<file path="src/rtl/core/dcbrm_pkg.sv">
package dcbrm_pkg;

    localparam int REQ_W    = 3;
    localparam int IDX_W    = 3;
    localparam int LEASE_W  = 32;
    localparam int HFIRST_W = 48;
    localparam int ASAMP_W  = 16;
    localparam int STAT_W   = 3;
    localparam int DEST_W   = 4;
    localparam int CNT_W    = 4;
    localparam int ERR_W    = 32;
    localparam int LOST_W   = 48;
    localparam int BST_W    = 3;

    localparam logic [REQ_W-1:0] REQ_PRIME   = 3'd0;
    localparam logic [REQ_W-1:0] REQ_FRAME   = 3'd1;
    localparam logic [REQ_W-1:0] REQ_ACQUIRE = 3'd2;
    localparam logic [REQ_W-1:0] REQ_RELEASE = 3'd3;
    localparam logic [REQ_W-1:0] REQ_STOP    = 3'd4;

    localparam logic [STAT_W-1:0] ST_OK          = 3'd0;
    localparam logic [STAT_W-1:0] ST_NOT_RUNNING = 3'd1;
    localparam logic [STAT_W-1:0] ST_ALREADY     = 3'd2;
    localparam logic [STAT_W-1:0] ST_NOT_QUIET   = 3'd3;
    localparam logic [STAT_W-1:0] ST_BAD_COMPL   = 3'd4;
    localparam logic [STAT_W-1:0] ST_NONE_READY  = 3'd5;
    localparam logic [STAT_W-1:0] ST_BAD_HANDLE  = 3'd6;

    localparam logic [BST_W-1:0] B_FREE    = 3'd0;
    localparam logic [BST_W-1:0] B_QUEUED  = 3'd1;
    localparam logic [BST_W-1:0] B_ACTIVE  = 3'd2;
    localparam logic [BST_W-1:0] B_READY   = 3'd3;
    localparam logic [BST_W-1:0] B_PACKING = 3'd4;

    typedef struct packed {
        logic [REQ_W-1:0]    req_type;
        logic [IDX_W-1:0]    handle_index;
        logic [LEASE_W-1:0]  handle_lease;
        logic [HFIRST_W-1:0] handle_first_sample;
        logic [ASAMP_W-1:0]  stop_samples;
    } t_req;

    typedef struct packed {
        logic [STAT_W-1:0]   status;
        logic [DEST_W-1:0]   active_dest;
        logic [DEST_W-1:0]   queued_dest;
        logic [DEST_W-1:0]   dest_index;
        logic [HFIRST_W-1:0] start_sample;
        logic [LEASE_W-1:0]  lease_id;
        logic [CNT_W-1:0]    ready_count;
        logic [CNT_W-1:0]    busy_count;
        logic                running;
        logic [ERR_W-1:0]    fault_count;
        logic [ERR_W-1:0]    overruns;
        logic [LOST_W-1:0]   lost_total;
    } t_rsp;

    typedef enum logic [3:0] {
        OP_IDLE, OP_LOAD, OP_SCAN, OP_EXEC, OP_TAKE1, OP_TAKE2, OP_FRAME2,
        OP_COUNT, OP_DONE
    } t_op;

    typedef struct packed {
        t_op  op;
        logic scan_start;
    } t_cmd;

    typedef struct packed {
        logic scan_done;
        logic count_done;
    } t_sts;

endpackage

</file>
<file path="src/rtl/core/dcbrm_if.sv">
interface dcbrm_if #(
    parameter type T = logic
);
    logic valid;
    logic ready;
    T     data;
    modport source (output valid, output data, input ready);
    modport sink (input valid, input data, output ready);
endinterface

</file>
<file path="src/rtl/core/dcbrm_ctrl.sv">
module dcbrm_ctrl (
    input  logic              i_clk,
    input  logic              i_rst_n,
    input  logic              i_in_valid,
    output logic              o_in_ready,
    output logic              o_out_valid,
    input  logic              i_out_ready,
    input  logic [2:0]        i_req_type,
    input  dcbrm_pkg::t_sts   i_sts,
    output dcbrm_pkg::t_cmd   o_cmd
);
    import dcbrm_pkg::*;

    typedef enum logic [2:0] {S_IDLE, S_SCAN, S_EXEC, S_T1, S_T2, S_F2, S_CNT, S_OUT} t_state;
    t_state r_state;

    assign o_in_ready  = (r_state == S_IDLE);
    assign o_out_valid = (r_state == S_OUT);

    always_comb begin
        o_cmd.scan_start = 1'b0;
        o_cmd.op = OP_IDLE;
        case (r_state)
            S_IDLE: begin
                o_cmd.op = OP_LOAD;
                o_cmd.scan_start = i_in_valid;
            end
            S_SCAN: o_cmd.op = OP_SCAN;
            S_EXEC: o_cmd.op = OP_EXEC;
            S_T1:   o_cmd.op = OP_TAKE1;
            S_T2:   o_cmd.op = OP_TAKE2;
            S_F2:   o_cmd.op = OP_FRAME2;
            S_CNT:  o_cmd.op = OP_COUNT;
            S_OUT:  o_cmd.op = OP_DONE;
            default: o_cmd.op = OP_IDLE;
        endcase
    end

    always_ff @(posedge i_clk) begin
        if (!i_rst_n) begin
            r_state <= S_IDLE;
        end else begin
            case (r_state)
                S_IDLE: if (i_in_valid) r_state <= S_SCAN;
                S_SCAN: if (i_sts.scan_done) r_state <= S_EXEC;
                S_EXEC: begin
                    r_state <= S_CNT;
                    if (i_req_type == REQ_PRIME) r_state <= S_T1;
                    if (i_req_type == REQ_FRAME) r_state <= S_F2;
                end
                S_T1: r_state <= S_T2;
                S_T2: r_state <= S_CNT;
                S_F2: r_state <= S_CNT;
                S_CNT: if (i_sts.count_done) r_state <= S_OUT;
                S_OUT: if (i_out_ready) r_state <= S_IDLE;
                default: r_state <= S_IDLE;
            endcase
        end
    end
endmodule

</file>
<file path="src/rtl/core/dcbrm_dp.sv">
module dcbrm_dp #(
    parameter int RING_DEPTH        = 8,
    parameter int SAMPLES_PER_FRAME = 1024,
    parameter int SAMPLE_BITS       = 48
) (
    input  logic              i_clk,
    input  logic              i_rst_n,
    input  dcbrm_pkg::t_req   i_req,
    input  dcbrm_pkg::t_cmd   i_cmd,
    output dcbrm_pkg::t_sts   o_sts,
    output logic [2:0]        o_req_type,
    output dcbrm_pkg::t_rsp   o_rsp
);
    import dcbrm_pkg::*;

    localparam int PW = $clog2(RING_DEPTH);
    localparam int SW = SAMPLE_BITS;
    localparam int CW = $clog2(RING_DEPTH + 1);
    localparam logic [DEST_W-1:0] D_OVF  = DEST_W'(RING_DEPTH);
    localparam logic [DEST_W-1:0] D_NONE = DEST_W'(RING_DEPTH + 1);
    localparam logic [SW-1:0] S_MAX = {SW{1'b1}};
    localparam logic [SW-1:0] SPF = SW'(SAMPLES_PER_FRAME);
    localparam logic [LOST_W-1:0] LPF = LOST_W'(SAMPLES_PER_FRAME);

    t_req r_req;
    logic [BST_W-1:0]   r_bst [RING_DEPTH];
    logic [SW-1:0]      r_bfs [RING_DEPTH];
    logic [LEASE_W-1:0] r_bls [RING_DEPTH];
    logic r_run;
    logic [DEST_W-1:0] r_cur, r_nxt;
    logic [SW-1:0] r_curf, r_nxtf, r_futf;
    logic [PW-1:0] r_sptr;
    logic [LEASE_W-1:0] r_lc;
    logic [ERR_W-1:0] r_err, r_ovr;
    logic [LOST_W-1:0] r_lost;
    logic [STAT_W-1:0] r_stat;
    logic [DEST_W-1:0] r_bidx;
    logic [SW-1:0] r_bfirst;
    logic [LEASE_W-1:0] r_lease;
    logic r_abort;
    logic [PW:0] r_i;
    logic r_found;
    logic [PW-1:0] r_sel;
    logic r_ffound;
    logic [PW-1:0] r_fsel;
    logic r_allfree;
    logic [CW-1:0] r_nrdy, r_npk;

    logic [PW-1:0] w_i;
    logic [PW-1:0] w_fc;
    logic [PW:0] w_fsum;
    logic [PW-1:0] w_cur, w_nxt;

    assign w_i = r_i[PW-1:0];
    assign w_fsum = {1'b0, r_sptr} + r_i;
    assign w_fc = (w_fsum >= (PW+1)'(RING_DEPTH)) ? PW'(w_fsum - (PW+1)'(RING_DEPTH))
                                                    : w_fsum[PW-1:0];
    assign w_cur = r_cur[PW-1:0];
    assign w_nxt = r_nxt[PW-1:0];
    assign o_req_type = r_req.req_type;
    assign o_sts.scan_done  = (r_i == (PW+1)'(RING_DEPTH - 1));
    assign o_sts.count_done = (r_i == (PW+1)'(RING_DEPTH - 1));

    function automatic logic [ERR_W-1:0] inc32(input logic [ERR_W-1:0] v);
        return (v == {ERR_W{1'b1}}) ? v : v + 1'b1;
    endfunction

    function automatic logic [LOST_W-1:0] addl(input logic [LOST_W-1:0] v,
                                              input logic [LOST_W-1:0] a);
        logic [LOST_W:0] s;
        s = {1'b0, v} + {1'b0, a};
        return s[LOST_W] ? {LOST_W{1'b1}} : s[LOST_W-1:0];
    endfunction

    function automatic logic [SW-1:0] adds(input logic [SW-1:0] v);
        logic [SW:0] s;
        s = {1'b0, v} + {1'b0, SPF};
        return s[SW] ? S_MAX : s[SW-1:0];
    endfunction

    function automatic logic [PW-1:0] incp(input logic [PW-1:0] v);
        return (v == PW'(RING_DEPTH - 1)) ? '0 : v + 1'b1;
    endfunction

    always_ff @(posedge i_clk) begin
        if (!i_rst_n) begin
            for (int k = 0; k < RING_DEPTH; k++) begin
                r_bst[k] <= B_FREE;
                r_bls[k] <= '0;
            end
            r_run <= 1'b0;
            r_cur <= D_NONE;
            r_nxt <= D_NONE;
            r_curf <= '0;
            r_nxtf <= '0;
            r_futf <= '0;
            r_sptr <= '0;
            r_lc <= 32'd1;
            r_err <= '0;
            r_ovr <= '0;
            r_lost <= '0;
            r_i <= '0;
        end else begin
            case (i_cmd.op)
                OP_LOAD: if (i_cmd.scan_start) begin
                    r_req <= i_req;
                    r_i <= '0;
                    r_found <= 1'b0;
                    r_sel <= '0;
                    r_ffound <= 1'b0;
                    r_fsel <= '0;
                    r_allfree <= 1'b1;
                    r_stat <= ST_OK;
                    r_bidx <= D_NONE;
                    r_bfirst <= '0;
                    r_lease <= '0;
                    r_abort <= 1'b0;
                end
                OP_SCAN: begin
                    // oldest ready buffer and all-free check
                    if (r_bst[w_i] != B_FREE) r_allfree <= 1'b0;
                    if (r_bst[w_i] == B_READY &&
                        (!r_found || r_bfs[w_i] < r_bfs[r_sel])) begin
                        r_found <= 1'b1;
                        r_sel <= w_i;
                    end
                    r_i <= o_sts.scan_done ? '0 : r_i + 1'b1;
                end
                OP_EXEC: begin
                    case (r_req.req_type)
                        REQ_PRIME: begin
                            if (r_run) r_stat <= ST_ALREADY;
                            else if (!r_allfree) r_stat <= ST_NOT_QUIET;
                            else begin
                                r_err <= '0;
                                r_ovr <= '0;
                                r_lost <= '0;
                                r_sptr <= '0;
                                r_curf <= '0;
                                r_nxtf <= SPF;
                                r_futf <= adds(SPF);
                                r_run <= 1'b1;
                            end
                        end
                        REQ_FRAME: begin
                            r_bidx <= r_cur;
                            r_bfirst <= r_curf;
                            if (!r_run) begin
                                r_stat <= ST_NOT_RUNNING;
                                r_abort <= 1'b1;
                            end else if (r_cur < D_OVF) begin
                                if (r_bst[w_cur] != B_ACTIVE) begin
                                    r_err <= inc32(r_err);
                                    r_stat <= ST_BAD_COMPL;
                                    r_abort <= 1'b1;
                                end else r_bst[w_cur] <= B_READY;
                            end else if (r_cur == D_OVF) begin
                                r_ovr <= inc32(r_ovr);
                                r_lost <= addl(r_lost, LPF);
                            end else begin
                                r_err <= inc32(r_err);
                                r_stat <= ST_BAD_COMPL;
                                r_abort <= 1'b1;
                            end
                        end
                        REQ_ACQUIRE: begin
                            if (!r_found) r_stat <= ST_NONE_READY;
                            else begin
                                r_bst[r_sel] <= B_PACKING;
                                r_bls[r_sel] <= r_lc;
                                r_lc <= (r_lc == {LEASE_W{1'b1}}) ? 32'd1 : r_lc + 1'b1;
                                r_bidx <= DEST_W'(r_sel);
                                r_bfirst <= r_bfs[r_sel];
                                r_lease <= r_lc;
                            end
                        end
                        REQ_RELEASE: begin
                            if (r_req.handle_lease == '0 ||
                                {1'b0, r_req.handle_index} >= (IDX_W+1)'(RING_DEPTH) ||
                                r_bst[PW'(r_req.handle_index)] != B_PACKING ||
                                r_bls[PW'(r_req.handle_index)] != r_req.handle_lease ||
                                LOST_W'(r_bfs[PW'(r_req.handle_index)])
                                    != r_req.handle_first_sample) begin
                                r_stat <= ST_BAD_HANDLE;
                            end else begin
                                r_bst[PW'(r_req.handle_index)] <= B_FREE;
                                r_bls[PW'(r_req.handle_index)] <= '0;
                            end
                        end
                        REQ_STOP: begin
                            logic [ASAMP_W-1:0] smp;
                            logic [ERR_W-1:0] e;
                            smp = r_req.stop_samples;
                            e = r_err;
                            if (smp > ASAMP_W'(SAMPLES_PER_FRAME)) begin
                                smp = ASAMP_W'(SAMPLES_PER_FRAME);
                                e = inc32(e);
                            end
                            if (r_run) begin
                                if (smp != '0) begin
                                    r_lost <= addl(r_lost, LOST_W'(smp));
                                    if (r_cur == D_OVF) r_ovr <= inc32(r_ovr);
                                end
                                if (r_cur < D_OVF) begin
                                    if (r_bst[w_cur] != B_ACTIVE) e = inc32(e);
                                    r_bst[w_cur] <= B_FREE;
                                    r_bls[w_cur] <= '0;
                                end
                                if (r_nxt < D_OVF) begin
                                    if (r_bst[w_nxt] != B_QUEUED) e = inc32(e);
                                    r_bst[w_nxt] <= B_FREE;
                                end
                                r_run <= 1'b0;
                                r_cur <= D_NONE;
                                r_nxt <= D_NONE;
                            end
                            r_err <= e;
                        end
                        default: ;
                    endcase
                end
                OP_TAKE1, OP_TAKE2: begin
                    // prime takes active then queued, at fixed indices zero and one
                    if (r_stat == ST_OK) begin
                        if (r_ffound) begin
                            r_bst[r_fsel] <= (i_cmd.op == OP_TAKE1) ? B_ACTIVE : B_QUEUED;
                            r_bfs[r_fsel] <= (i_cmd.op == OP_TAKE1) ? r_curf : r_nxtf;
                            r_bls[r_fsel] <= '0;
                            r_sptr <= incp(r_fsel);
                            if (i_cmd.op == OP_TAKE1) r_cur <= DEST_W'(r_fsel);
                            else r_nxt <= DEST_W'(r_fsel);
                        end else begin
                            if (i_cmd.op == OP_TAKE1) r_cur <= D_OVF;
                            else r_nxt <= D_OVF;
                        end
                    end
                end
                OP_FRAME2: begin
                    if (!r_abort) begin
                        r_cur <= r_nxt;
                        r_curf <= r_nxtf;
                        if (r_nxt < D_OVF && r_bst[w_nxt] != B_QUEUED) begin
                            r_err <= inc32(r_err);
                            r_stat <= ST_BAD_COMPL;
                        end else if (r_nxt > D_OVF) begin
                            r_err <= inc32(r_err);
                            r_stat <= ST_BAD_COMPL;
                        end else begin
                            if (r_nxt < D_OVF) r_bst[w_nxt] <= B_ACTIVE;
                            r_nxtf <= r_futf;
                            r_futf <= adds(r_futf);
                            if (r_ffound) begin
                                r_bst[r_fsel] <= B_QUEUED;
                                r_bfs[r_fsel] <= r_futf;
                                r_bls[r_fsel] <= '0;
                                r_sptr <= incp(r_fsel);
                                r_nxt <= DEST_W'(r_fsel);
                            end else r_nxt <= D_OVF;
                        end
                    end
                end
                OP_COUNT: begin
                    r_i <= o_sts.count_done ? '0 : r_i + 1'b1;
                    if (r_i == '0) begin
                        r_nrdy <= CW'(r_bst[w_i] == B_READY);
                        r_npk  <= CW'(r_bst[w_i] == B_PACKING);
                    end else begin
                        r_nrdy <= r_nrdy + CW'(r_bst[w_i] == B_READY);
                        r_npk  <= r_npk + CW'(r_bst[w_i] == B_PACKING);
                    end
                end
                default: ;
            endcase
            // free search for take and promote operations, one entry per cycle during scan
            if (i_cmd.op == OP_SCAN || i_cmd.op == OP_EXEC) begin
                logic [PW-1:0] c;
                c = (i_cmd.op == OP_SCAN) ? w_fc : '0;
                if (i_cmd.op == OP_SCAN && !r_ffound && r_bst[c] == B_FREE) begin
                    r_ffound <= 1'b1;
                    r_fsel <= c;
                end
                // prime: all free, first two indices from zero
                if (i_cmd.op == OP_EXEC && r_req.req_type == REQ_PRIME) begin
                    r_ffound <= 1'b1;
                    r_fsel <= '0;
                end
            end
            if (i_cmd.op == OP_TAKE1) r_fsel <= PW'(1);
        end
    end

    always_comb begin
        o_rsp.status = r_stat;
        o_rsp.active_dest = r_cur;
        o_rsp.queued_dest = r_nxt;
        o_rsp.dest_index = r_bidx;
        o_rsp.start_sample = HFIRST_W'(r_bfirst);
        o_rsp.lease_id = r_lease;
        o_rsp.ready_count = CNT_W'(r_nrdy);
        o_rsp.busy_count = CNT_W'(r_npk);
        o_rsp.running = r_run;
        o_rsp.fault_count = r_err;
        o_rsp.overruns = r_ovr;
        o_rsp.lost_total = r_lost;
    end
endmodule

</file>
<file path="src/rtl/core/dma_capture_buffer_ring_manager_unit.sv">
// dma capture buffer ring manager
// in channel carries one request word (prime, frame complete, acquire,
// release, stop) with handle fields and stop sample count
// out channel returns one result word per request: status, dma
// destinations, handed-out buffer, counts and saturating counters
// a request is accepted in an idle cycle, then goes through a buffer scan
// over every ring entry, an execute step, a take of the active then the
// queued buffer on prime or a promote step on frame complete, then state
// counting over every entry, after which the result word is offered
// one request is in flight at a time; input is not ready until the result
// is taken
// reset frees all buffers, stops capture, sets both destinations to none
// and the lease counter to one
// when the receiver stalls the result is held and no request is accepted
module dma_capture_buffer_ring_manager_unit #(
    parameter int RING_DEPTH        = 8,
    parameter int SAMPLES_PER_FRAME = 1024,
    parameter int SAMPLE_BITS       = 48
) (
    input logic i_clk,
    input logic i_rst_n,
    dcbrm_if.sink   i_req,
    dcbrm_if.source o_rsp
);
    import dcbrm_pkg::*;

    t_cmd w_cmd;
    t_sts w_sts;
    logic [2:0] w_rt;
    t_rsp w_rsp;

    dcbrm_ctrl u_ctrl (
        .i_clk(i_clk), .i_rst_n(i_rst_n),
        .i_in_valid(i_req.valid), .o_in_ready(i_req.ready),
        .o_out_valid(o_rsp.valid), .i_out_ready(o_rsp.ready),
        .i_req_type(w_rt), .i_sts(w_sts), .o_cmd(w_cmd)
    );

    dcbrm_dp #(
        .RING_DEPTH(RING_DEPTH), .SAMPLES_PER_FRAME(SAMPLES_PER_FRAME),
        .SAMPLE_BITS(SAMPLE_BITS)
    ) u_dp (
        .i_clk(i_clk), .i_rst_n(i_rst_n), .i_req(i_req.data), .i_cmd(w_cmd),
        .o_sts(w_sts), .o_req_type(w_rt), .o_rsp(w_rsp)
    );

    assign o_rsp.data = w_rsp;
endmodule
</file>
<file path="src/flat_wrapper.sv">
// flat-port wrapper written by rule: the top's interface ports become plain ports
module dma_capture_buffer_ring_manager_unit_flat import dcbrm_pkg::*;
#(
    parameter int RING_DEPTH        = 8,
    parameter int SAMPLES_PER_FRAME = 1024,
    parameter int SAMPLE_BITS       = 48
)
  (i_clk, i_rst_n, i_req_valid, i_req_data, i_req_ready, o_rsp_valid, o_rsp_data, o_rsp_ready);
  dcbrm_if i_req_i ();
  dcbrm_if o_rsp_i ();
  input logic i_clk;
  input logic i_rst_n;
  input wire logic [$bits(i_req_i.valid)-1:0] i_req_valid;
  input wire logic [$bits(i_req_i.data)-1:0] i_req_data;
  output wire logic [$bits(i_req_i.ready)-1:0] i_req_ready;
  output wire logic [$bits(o_rsp_i.valid)-1:0] o_rsp_valid;
  output wire logic [$bits(o_rsp_i.data)-1:0] o_rsp_data;
  input wire logic [$bits(o_rsp_i.ready)-1:0] o_rsp_ready;
  assign i_req_i.valid = i_req_valid;
  assign i_req_i.data = i_req_data;
  assign i_req_ready = i_req_i.ready;
  assign o_rsp_valid = o_rsp_i.valid;
  assign o_rsp_data = o_rsp_i.data;
  assign o_rsp_i.ready = o_rsp_ready;
  dma_capture_buffer_ring_manager_unit #(.RING_DEPTH(RING_DEPTH), .SAMPLES_PER_FRAME(SAMPLES_PER_FRAME), .SAMPLE_BITS(SAMPLE_BITS)) u_core (.i_clk(i_clk), .i_rst_n(i_rst_n), .i_req(i_req_i), .o_rsp(o_rsp_i));
endmodule
</file>
<file path="config.mk">
export PLATFORM = sky130hd
export DESIGN_NAME = dma_capture_buffer_ring_manager_unit_flat
export DESIGN_NICKNAME = d
export VERILOG_FILES = /design/src/rtl/core/dcbrm_pkg.sv /design/src/rtl/core/dcbrm_if.sv /design/src/rtl/core/dcbrm_ctrl.sv /design/src/rtl/core/dcbrm_dp.sv /design/src/rtl/core/dma_capture_buffer_ring_manager_unit.sv /design/src/flat_wrapper.sv
export SDC_FILE = /design/constraint.sdc
export NUM_CORES = 1
export LEC_CHECK = 0
export BUFFER_PORTS_ARGS = -buffer_cell sky130_fd_sc_hd__buf_2
export CAP_MARGIN = 0
export CORE_AREA = 2 2 39 41
export DETAILED_ROUTE_END_ITERATION = 12
export DIE_AREA = 0 0 41 43
export GPL_TIMING_DRIVEN = 0
export PLACE_DENSITY = 0.49
export SYNTH_ARGS = -nofsm -noshare
export SYNTH_HDL_FRONTEND = slang
export SYNTH_SLANG_ARGS = --single-unit
</file>
<file path="constraint.sdc">
create_clock -name i_clk -period 3.2 [get_ports i_clk]
set_input_delay 0.48 -clock i_clk [delete_from_list [all_inputs] [get_ports i_clk]]
set_output_delay 0.48 -clock i_clk [all_outputs]
set_load 0.01 [all_outputs]
</file>
* Word-level counts from Yosys, hierarchy flattened
Memory sizes are Yosys's and may differ from the RTL's. A register that Yosys moved wholly into a read port is not among the register bits.
Index checks and enable logic that the tools add are counted.
** Storage, ports and cells
- Register bits after elaboration :: 29
- Latch bits :: 0
- Output and inout port bits :: 3
- Input bits :: 5
- Memory bits (writable) :: 16
- Memories kept :: 1
- ROM bits :: 0
- Logic and storage cells :: 189
** Cells by class
- Multipliers :: 0
- Div/mod/pow operators :: 0
- $add $sub $neg :: 4
- Shifts and indexed selects :: 0
- Bitwise gates (word level) :: 6
- Muxes and demuxes :: 95
- Reduce and logical (&&, ||, !) cells :: 28
- Magnitude comparators :: 4
- Eq/ne operators :: 39
** Memory list
- u_core.u_dp.r_bst :: words 8, width 2, read ports 4, clocked after memory_dff 3, wr ports 8, line dcbrm_dp.sv:26 : logic [BST_W-1:0] r_bst [RING_DEPTH];
** Operators with widths (count)
- 3-bit 2-to-1 mux :: 33
- 48-bit 2-to-1 mux :: 2
- 4-bit 2-to-1 mux :: 15
- 1-bit 2-to-1 mux :: 33
- 4-bit case mux with 8 select lines :: 1
- 2-bit != test (second input constant) :: 13
- 4-bit case mux with 2 select lines :: 3
- 3-bit case mux with 7 select lines :: 1
- 4-bit by 3-bit equality test with 1-bit output (second input constant) :: 5
- 3-bit case mux with 3 select lines :: 2
- 6-bit AND reduction :: 3
- 3-bit equality test (second input constant) :: 5
- 2-bit OR reduction :: 5
- 3-bit logical NOT :: 3
- 3-bit nonzero test :: 3
- 4-bit by 2-bit equality test with 1-bit output (second input constant) :: 2
- 4-bit less-than comparator (second input constant) :: 2
- 2-bit 2-to-1 mux :: 4
- 4-bit != test (second input constant) :: 2
- 4-bit AND reduction :: 2
- 8-bit AND reduction :: 1
- 7-bit AND reduction :: 1
- 3-bit by 2-bit equality test with 1-bit output (second input constant) :: 2
- 3-bit != test (second input constant) :: 2
- other kinds (23) :: 31

* Logic depth before layout (Yosys ltp)
Gate-level depths: netlist of the first run.
- Depth in word-level cells :: 12
- Gate-level depth with buffers :: 5
- Depth with buffers taken out :: 5

* Modules after synthesis
From an unflattened synthesis of the first run, not the netlist that was laid out.
** Unflattened totals
- Cells, all modules :: 5036
- Area, all modules :: 58024.4 µm²
** By module, submodules not included
- dcbrm_dp :: seq. area each 29408.2 µm², times used 1, cells each 5002, area an instance 57765.4 µm²
- dcbrm_ctrl :: seq. area each 60.1 µm², times used 1, cells each 33, area an instance 255.2 µm²
- dma_capture_buffer_ring_manager_unit :: seq. area each 0.0 µm², times used 1, cells each 1, area an instance 3.8 µm²

* Worst setup path after synthesis of the first run
Ideal clock, no wire load.
- Kind :: input -> register
- Start point :: input port i_req_valid
- End point :: register u_core.u_dp.r_i[3]
- Data required time :: 3.126 ns
- Data arrival time :: 1.405 ns
- Setup slack :: 1.721 ns
- Buffers on the path :: 0
- Stages on the path :: 4
- Library setup time :: 0.074 ns
- Cells stage by stage :: nor2_1 > o31a_1 > or4_1 > a31oi_1
** Between the ends
- Cells in the longest elaborated chain, start to end :: 3
** RTL lines
- from (decl) :: line flat_wrapper.sv:13 : input wire logic [$bits(i_req_i.valid)-1:0] i_req_valid;
- 1-bit 2-to-1 mux :: line dcbrm_ctrl.sv:23 : case (r_state)
- 2-bit by 1-bit != test with 1-bit output (no line)
- 2-bit AND reduction (no line)
- to (signal assigned) :: line dcbrm_dp.sv:127 : r_i <= o_sts.scan_done ? '0 : r_i + 1'b1;
- to (signal assigned) :: line dcbrm_dp.sv:263 : r_i <= o_sts.count_done ? '0 : r_i + 1'b1;
- to (decl) :: line dcbrm_dp.sv:41 : logic [PW:0] r_i;
No other way between the ends.
A chain may end at the register's enable or synchronous reset.

* Worst setup path after layout of the first run
- Start point :: register u_core.u_ctrl.r_state[1]
- End point :: output port o_rsp_valid
** Between the ends
- Cells in the longest elaborated chain, start to end :: 1
** RTL lines
- from (decl) :: line dcbrm_ctrl.sv:15 : t_state r_state;
- from (signal assigned) :: line dcbrm_ctrl.sv:41 : r_state <= S_IDLE;
- from (signal assigned) :: line dcbrm_ctrl.sv:44 : S_IDLE: if (i_in_valid) r_state <= S_SCAN;
- from (signal assigned) :: line dcbrm_ctrl.sv:45 : S_SCAN: if (i_sts.scan_done) r_state <= S_EXEC;
- 3-bit equality test :: line dcbrm_ctrl.sv:18 : assign o_out_valid = (r_state == S_OUT);
- to (decl) :: line flat_wrapper.sv:16 : output wire logic [$bits(o_rsp_i.valid)-1:0] o_rsp_valid;
No other way between the ends.

==> results of run 1 <==
logic make-up (layout without fill, tap and decap cells):
kind of cell	count (synthesis)	after routing
fa+ha+maj	1	1
compound gates	15	15
buf+inv	7	16
simple gates	20	20
flops	7	7
mux	1	1
other cells	1	1
worst reg2reg max path, cell delays in order (launching register included):
cell and delay, ns:
dfxtp_1 0.31, buf_4 0.15, nor3b_4 0.26, o22ai_2 0.15
or4_1 0.47, a31oi_1 0.16
placed cells by master, fill, tap and decap left out:
cell type  netlist  layout
inv_1            3       3
o211ai_1         2       2
a21oi_1          3       3
clkbuf_1         1       2
nand4b_1         1       1
nand3b_2         1       1
o211a_1          2       2
nand2_1          4       4
buf_4            2       2
nor3_1           2       2
and4_1           1       1
conb_1           1       1
mux2i_1          1       1
nor2b_1          1       1
buf_6            1       1
ha_1             1       1
o21a_1           1       1
o22ai_2          1       1
or4_1            1       1
a31oi_1          2       2
o31ai_1          1       1
nor3b_4          1       1
o2111a_1         1       1
buf_2            0       5
clkbuf_4         0       3
o21ai_0          1       1
and2_1           1       1
dfxtp_1          7       7
nor2_1           3       3
and3b_1          1       1
nand2b_1         1       1
and3_1           1       1
nand3_1          1       1
o31a_1           1       1
how the worst max path moves through the flow:
stage,cells after the start,slack (ns),endpoint
3_3_place_gp,5,1.58,u_core.u_dp.r_i[3]
6_report,3,1.37,o_rsp_valid
5_1_grt,3,1.27,o_rsp_valid
2_1_floorplan,4,1.72,u_core.u_dp.r_i[3]
4_1_cts,3,1.36,o_rsp_valid
3_5_place_dp,5,1.57,u_core.u_dp.r_i[3]
layer usage:
layer / track usage / vias to the layer above / share of wire / wire length, µm
met5: 0 / - / 0 / 0
met4: 0.0400 / 0 / 0 / 0
met3: 0.0942 / 0 / 0.047 / 40
met2: 0.163 / 10 / 0.45 / 387
met1: 0.179 / 178 / 0.50 / 430
li1: - / 206 / - / -
sequential cells by signal, indices dropped and copies added, names as in the netlist:
register               cells
u_core.u_dp.r_i            4
u_core.u_ctrl.r_state      3
final cells by class:
| class | count | area share |
|---|---|---|
| plain buffers | 4 | 0.0573 |
| clock buffers | 4 | 0.0501 |
| repair buffers | 5 | 0.0477 |
| well taps | 16 | 0.0382 |
| inverters | 3 | 0.0215 |
| multi-input cells | 38 | 0.518 |
| flip-flops and latches | 7 | 0.267 |
power groups by stage:
stage | combinational, W | sequential [W] | clock, W
5_1_grt | 0.000228 | 0.000133 | 0.0000925
4_1_cts | 0.000205 | 0.000130 | 0.0000829
3_3_place_gp | 0.000203 | 0.000132 | 0
3_5_place_dp | 0.000203 | 0.000131 | 0
6_report | 0.000203 | 0.000130 | 0.0000784
2_1_floorplan | 0.000163 | 0.000128 | 0
through the flow:
stage	setup WS, ns	total power (W)	hold slack (ns)
finish	1.37	0.000411	0.490
global placement	1.58	0.000335	0.467
floorplan	1.72	0.000291	0.447
detailed placement	1.57	0.000334	0.469
global route	1.27	0.000454	0.499
CTS	1.36	0.000417	0.485
==> flow_summary.ini, run 1 <==
[critical_path]
critical_path.startpoint = u_core.u_ctrl.r_state[1]
critPathMaxStageDelay_ns = 0.43
critical_path.top_delay_family = buffers and inverters
worstPathBufferInverterCount = 2
timing_worst_setup_path_type = reg2out
regToRegSetupSlack_ns = 1.63
endpoint_kind = primary output
worst-endpoint-required_ns = 2.72
cp-start-kind = flop
critical_path.reg2reg.startpoint = u_core.u_ctrl.r_state[0]
ff2ff_path_depth = 5
critical_path_arrival_ns = 1.35
critPathSlowestCell = dfxtp_1
rr_endpoint = u_core.u_dp.r_i[3]
crit_chain = clkbuf_1 > and3_1 > buf_2
cp_max_fo = 10

[clocking]
post_cts_resized = 0
cts_tree = yes
cts_made_buffers = 3
postCtsSetupBuffers = 0
cts_max_path_buffers = 2
cts.clk_slew.worst_paths_ns = 0.05
cts-root-buf = clkbuf_4
tritoncts_num_sinks = 7
clock_latency_ns = 0.25
cts.htree.levels = 1
cts.hold.buffers_added = 0

[synth]
cell_types_with_the_largest_area_share_after_synthesis = dfxtp_1 (31%), o211a_1 (4.4%), nor3b_4 (4.1%)
synth.most_common_cell = dfxtp_1
net_count_after_synthesis = 58
synth.largest_area_cell = dfxtp_1
register_bit_count_reported_by_yosys = 7
synth_cells = 52
synth_edf_count = 0
synth_area_per_inst_um2 = 8.71
synthMuxAreaShare = 0.0221
post_synthesis_instance_area_um2 = 453
synth_compound_gate_area_share = 0.254
synth_common_cells = dfxtp_1 (7), nand2_1 (4), a21oi_1 (3), inv_1 (3), nor2_1 (3)
synth.yosys.seq_area_share = 0.309
ys_async_sr_fraction = 0
synth_top_family_by_area = simple AND/OR/NAND/NOR gates
yosys_warnings = 0
synth_cell_type_count = 32
yosys.area_share.adder = 0.0276
synth-simple-area-share = 0.287
synthXorXnorAreaFrac = 0
synth.top_cell.area_share = 0.309
synth_top_flop_cell = dfxtp_1

[detailed_routing]
drc_errors = 0
detail_route.vias_per_cell = 5.12
route.antenna.remaining_nets = 0
first_iter_violations = 6
drt-total-wl_um = 857
drt-pass1-iter-count = 4
avgRoutedWirePerCell_um = 11.1
vias = 394

[floorplanning]
coreArea_um2 = 1380
die_width_um = 41
number_of_top_level_pins = 8
design.die.area_um2 = 1760
start_util = 0.327
rows = 14
die_height_um = 43

[flow_run]
max_cap_viol = 0

[global_routing]
antenna_found_initial = 0
gr-total-overflow = 0
track_usage = 0.132
number_of_global_route_vias_before_repair = 336
grt_first_pass_wirelength_um = 1500
grt_max_degree = 11

[hold_path]
hold_path_startpoint = u_core.u_dp.r_i[1]
hold-path-endpoint = u_core.u_dp.r_i[1]
min_path_type = reg2reg
hold_path_depth = 2

[sta]
number_of_max_slew_violations_in_the_final_report = 0
grt_setup_unrepaired = false
final-hold-violation-count = 0
max_freq_mhz = 547
finClkSkew_ns = 0.00627
timing.setup.tns_ns = 0
finalSetupViolations = 0
period_utilization = 0.571
timing.final.crit_period_ns = 1.83

[placement]
input_output_buffers = 5
dpl-instance-area_um2 = 498
placed_cells_incl_taps = 73
place_hpwl_um = 614
globalplace.congestion = 0.695

[layout]
syn2layout_area_growth_pct = 15.7
finish.cell_count_without_fillers = 77
fillers = 148
finish.instance_area_um2 = 524
drive_above_1_share = 0.230
regArea_um2 = 140
final_core_utilization = 0.379
layout.nets = 68
antenna_cells = 0
area_taken_by_multi_input_logic_gates_um2 = 272

[power]
power.density_nw_per_um2 = 784
internal_power_w = 0.000251
p_comb_frac = 0.494
sequentialPowerShare = 0.315
ir_worst_vdd_uv = 328
p_clk_frac = 0.191
netSwitchingPower_w = 0.000160
power.switching_fraction = 0.388
power.static_leakage_nw = 0.223

[run_status]
run_status = completed
Note: power is estimated with default switching activity, not from simulation.
==> inputs of run 2 (changes only) <==
- clock period: 3.2 -> 1.69 ns (I/O delays scaled with it)
==> run 2 against run 1 <==
  * Total power rose by 95%
  * Clock power rose by 89%
  * Via count rose by 0.25%
  * Highest routed layer unchanged
  * First-iteration DRC count rose by 67%
  * Worst hold slack got worse by 0.20 ns
  * Global-route usage did not move
  * Final area rose by 1.7%
==> flow_summary.ini, run 2 (same netlist as run 1, synthesis figures left out) <==
[layout]
largest_register = u_core.u_dp.r_i
mostFrequentLayoutCells = dfxtp_1 (7), buf_2 (5), nand2_1 (4)
antenna_cells = 0
final_core_utilization = 0.385
reg.largest.list = u_core.u_dp.r_i x4, u_core.u_ctrl.r_state x3
syn2layout_area_growth_pct = 17.7
layout.nets = 69
layout_commonest_cell = dfxtp_1
largest_register_ffs = 4
drive_above_1_share = 0.258
finish.instance_area_um2 = 533
finish.cell_count_without_fillers = 78

[detailed_routing]
drt-pass1-iter-count = 4
first_iter_violations = 10
avgRoutedWirePerCell_um = 11.1
detail_route.vias_per_cell = 5.06
vias = 395
drc_errors = 0
route.antenna.remaining_nets = 0
drt-total-wl_um = 866

[sta]
timing.final.crit_period_ns = 1.55
period_utilization = 0.919
setup_ws_ns = 0.137
number_of_max_slew_violations_in_the_final_report = 0
max_freq_mhz = 644
finalSetupViolations = 0
timing.setup.tns_ns = 0
finClkSkew_ns = 0.00610
final-hold-violation-count = 0
grt_setup_unrepaired = false

[floorplanning]
rows = 14
coreArea_um2 = 1380
number_of_top_level_pins = 8
design.die.area_um2 = 1760
start_util = 0.327
die_width_um = 41
die_height_um = 43

[critical_path]
critical_path.top_delay_family = simple AND/OR/NAND/NOR gates
critical_path_arrival_ns = 1.73
worst-endpoint-required_ns = 1.87
endpoint_kind = flop
cp_max_fo = 10
critPathSlowestCell = or4_1
cp-start-kind = flop
ff2ff_path_depth = 5
crit_chain = buf_6 > nand3b_2 > o31a_1 > or4_1 > a31oi_1
critPathMaxStageDelay_ns = 0.50
worstPathBufferInverterCount = 1
timing_worst_setup_path_type = reg2reg
critical_path_depth = 5

[global_routing]
number_of_global_route_vias_before_repair = 336
grt_max_degree = 11
grt_first_pass_wirelength_um = 1500
antenna_found_initial = 0
gr-total-overflow = 0
track_usage = 0.132

[power]
power.static_leakage_nw = 0.232
ir_worst_vdd_uv = 604
power.density_nw_per_um2 = 1500

[placement]
dpl-instance-area_um2 = 498
place_worst_setup_slack_ns = 0.111
place_hpwl_um = 614
input_output_buffers = 5
globalplace.congestion = 0.695
placed_cells_incl_taps = 73

[run_status]
run_status = completed

[clocking]
cts_made_buffers = 3
tritoncts_num_sinks = 7
clock_latency_ns = 0.25
cts-root-buf = clkbuf_4
cts.htree.levels = 1
cts_max_path_buffers = 2
cts.clk_slew.worst_paths_ns = 0.05
cts.hold.buffers_added = 0
cts_tree = yes

[hold_path]
min_path_type = in2reg
hold_path_depth = 2

[flow_run]
max_cap_viol = 0
-- run 2: metal layers --
layer	up-vias	GRT usage	share of wire
met2	10	0.163	0.45
met3	0	0.0942	0.048
met4	0	0.0400	0
met5	-	0	0
met1	177	0.179	0.50
li1	208	-	-
-- run 2: final cells by class --
type | instances | area, µm²
Fill cell | 148 | 851
Tap cell | 16 | 20.0
Buffer | 4 | 31.3
Sequential cell | 7 | 140
Inverter | 3 | 11.3
Timing Repair Buffer | 6 | 32.5
Clock buffer | 4 | 26.3
Multi-Input combinational cell | 38 | 272
-- run 2: metrics by stage --
step	total power (W)	hold slack (ns)
3_3_place_gp	0.000635	0.467
5_1_grt	0.000879	0.273
4_1_cts	0.000790	0.281
3_5_place_dp	0.000633	0.469
6_report	0.000800	0.288
2_1_floorplan	0.000551	0.371
-- run 2: final timing paths --
path	startpoint	end	slack, ns
max reg2reg	u_core.u_ctrl.r_state[2]	u_core.u_dp.r_i[3]	0.14
max	u_core.u_ctrl.r_state[2]	u_core.u_dp.r_i[3]	0.14
min reg2reg	u_core.u_dp.r_i[1]	u_core.u_dp.r_i[1]	0.50
min	i_rst_n	u_core.u_ctrl.r_state[1]	0.29
-- run 2: where the power goes --
part           switching, W  total, W  leakage, nW  internal (W)
Clock             0.0000583  0.000148       0.0150     0.0000899
Combinational      0.000207  0.000406        0.160      0.000198
Sequential        0.0000414  0.000246       0.0570      0.000205
-- run 2: timing repair --
item                                    CTS  global route
endpoints found under the setup margin    0             2
buffers inserted                          0             1
gates resized for setup                   0             2
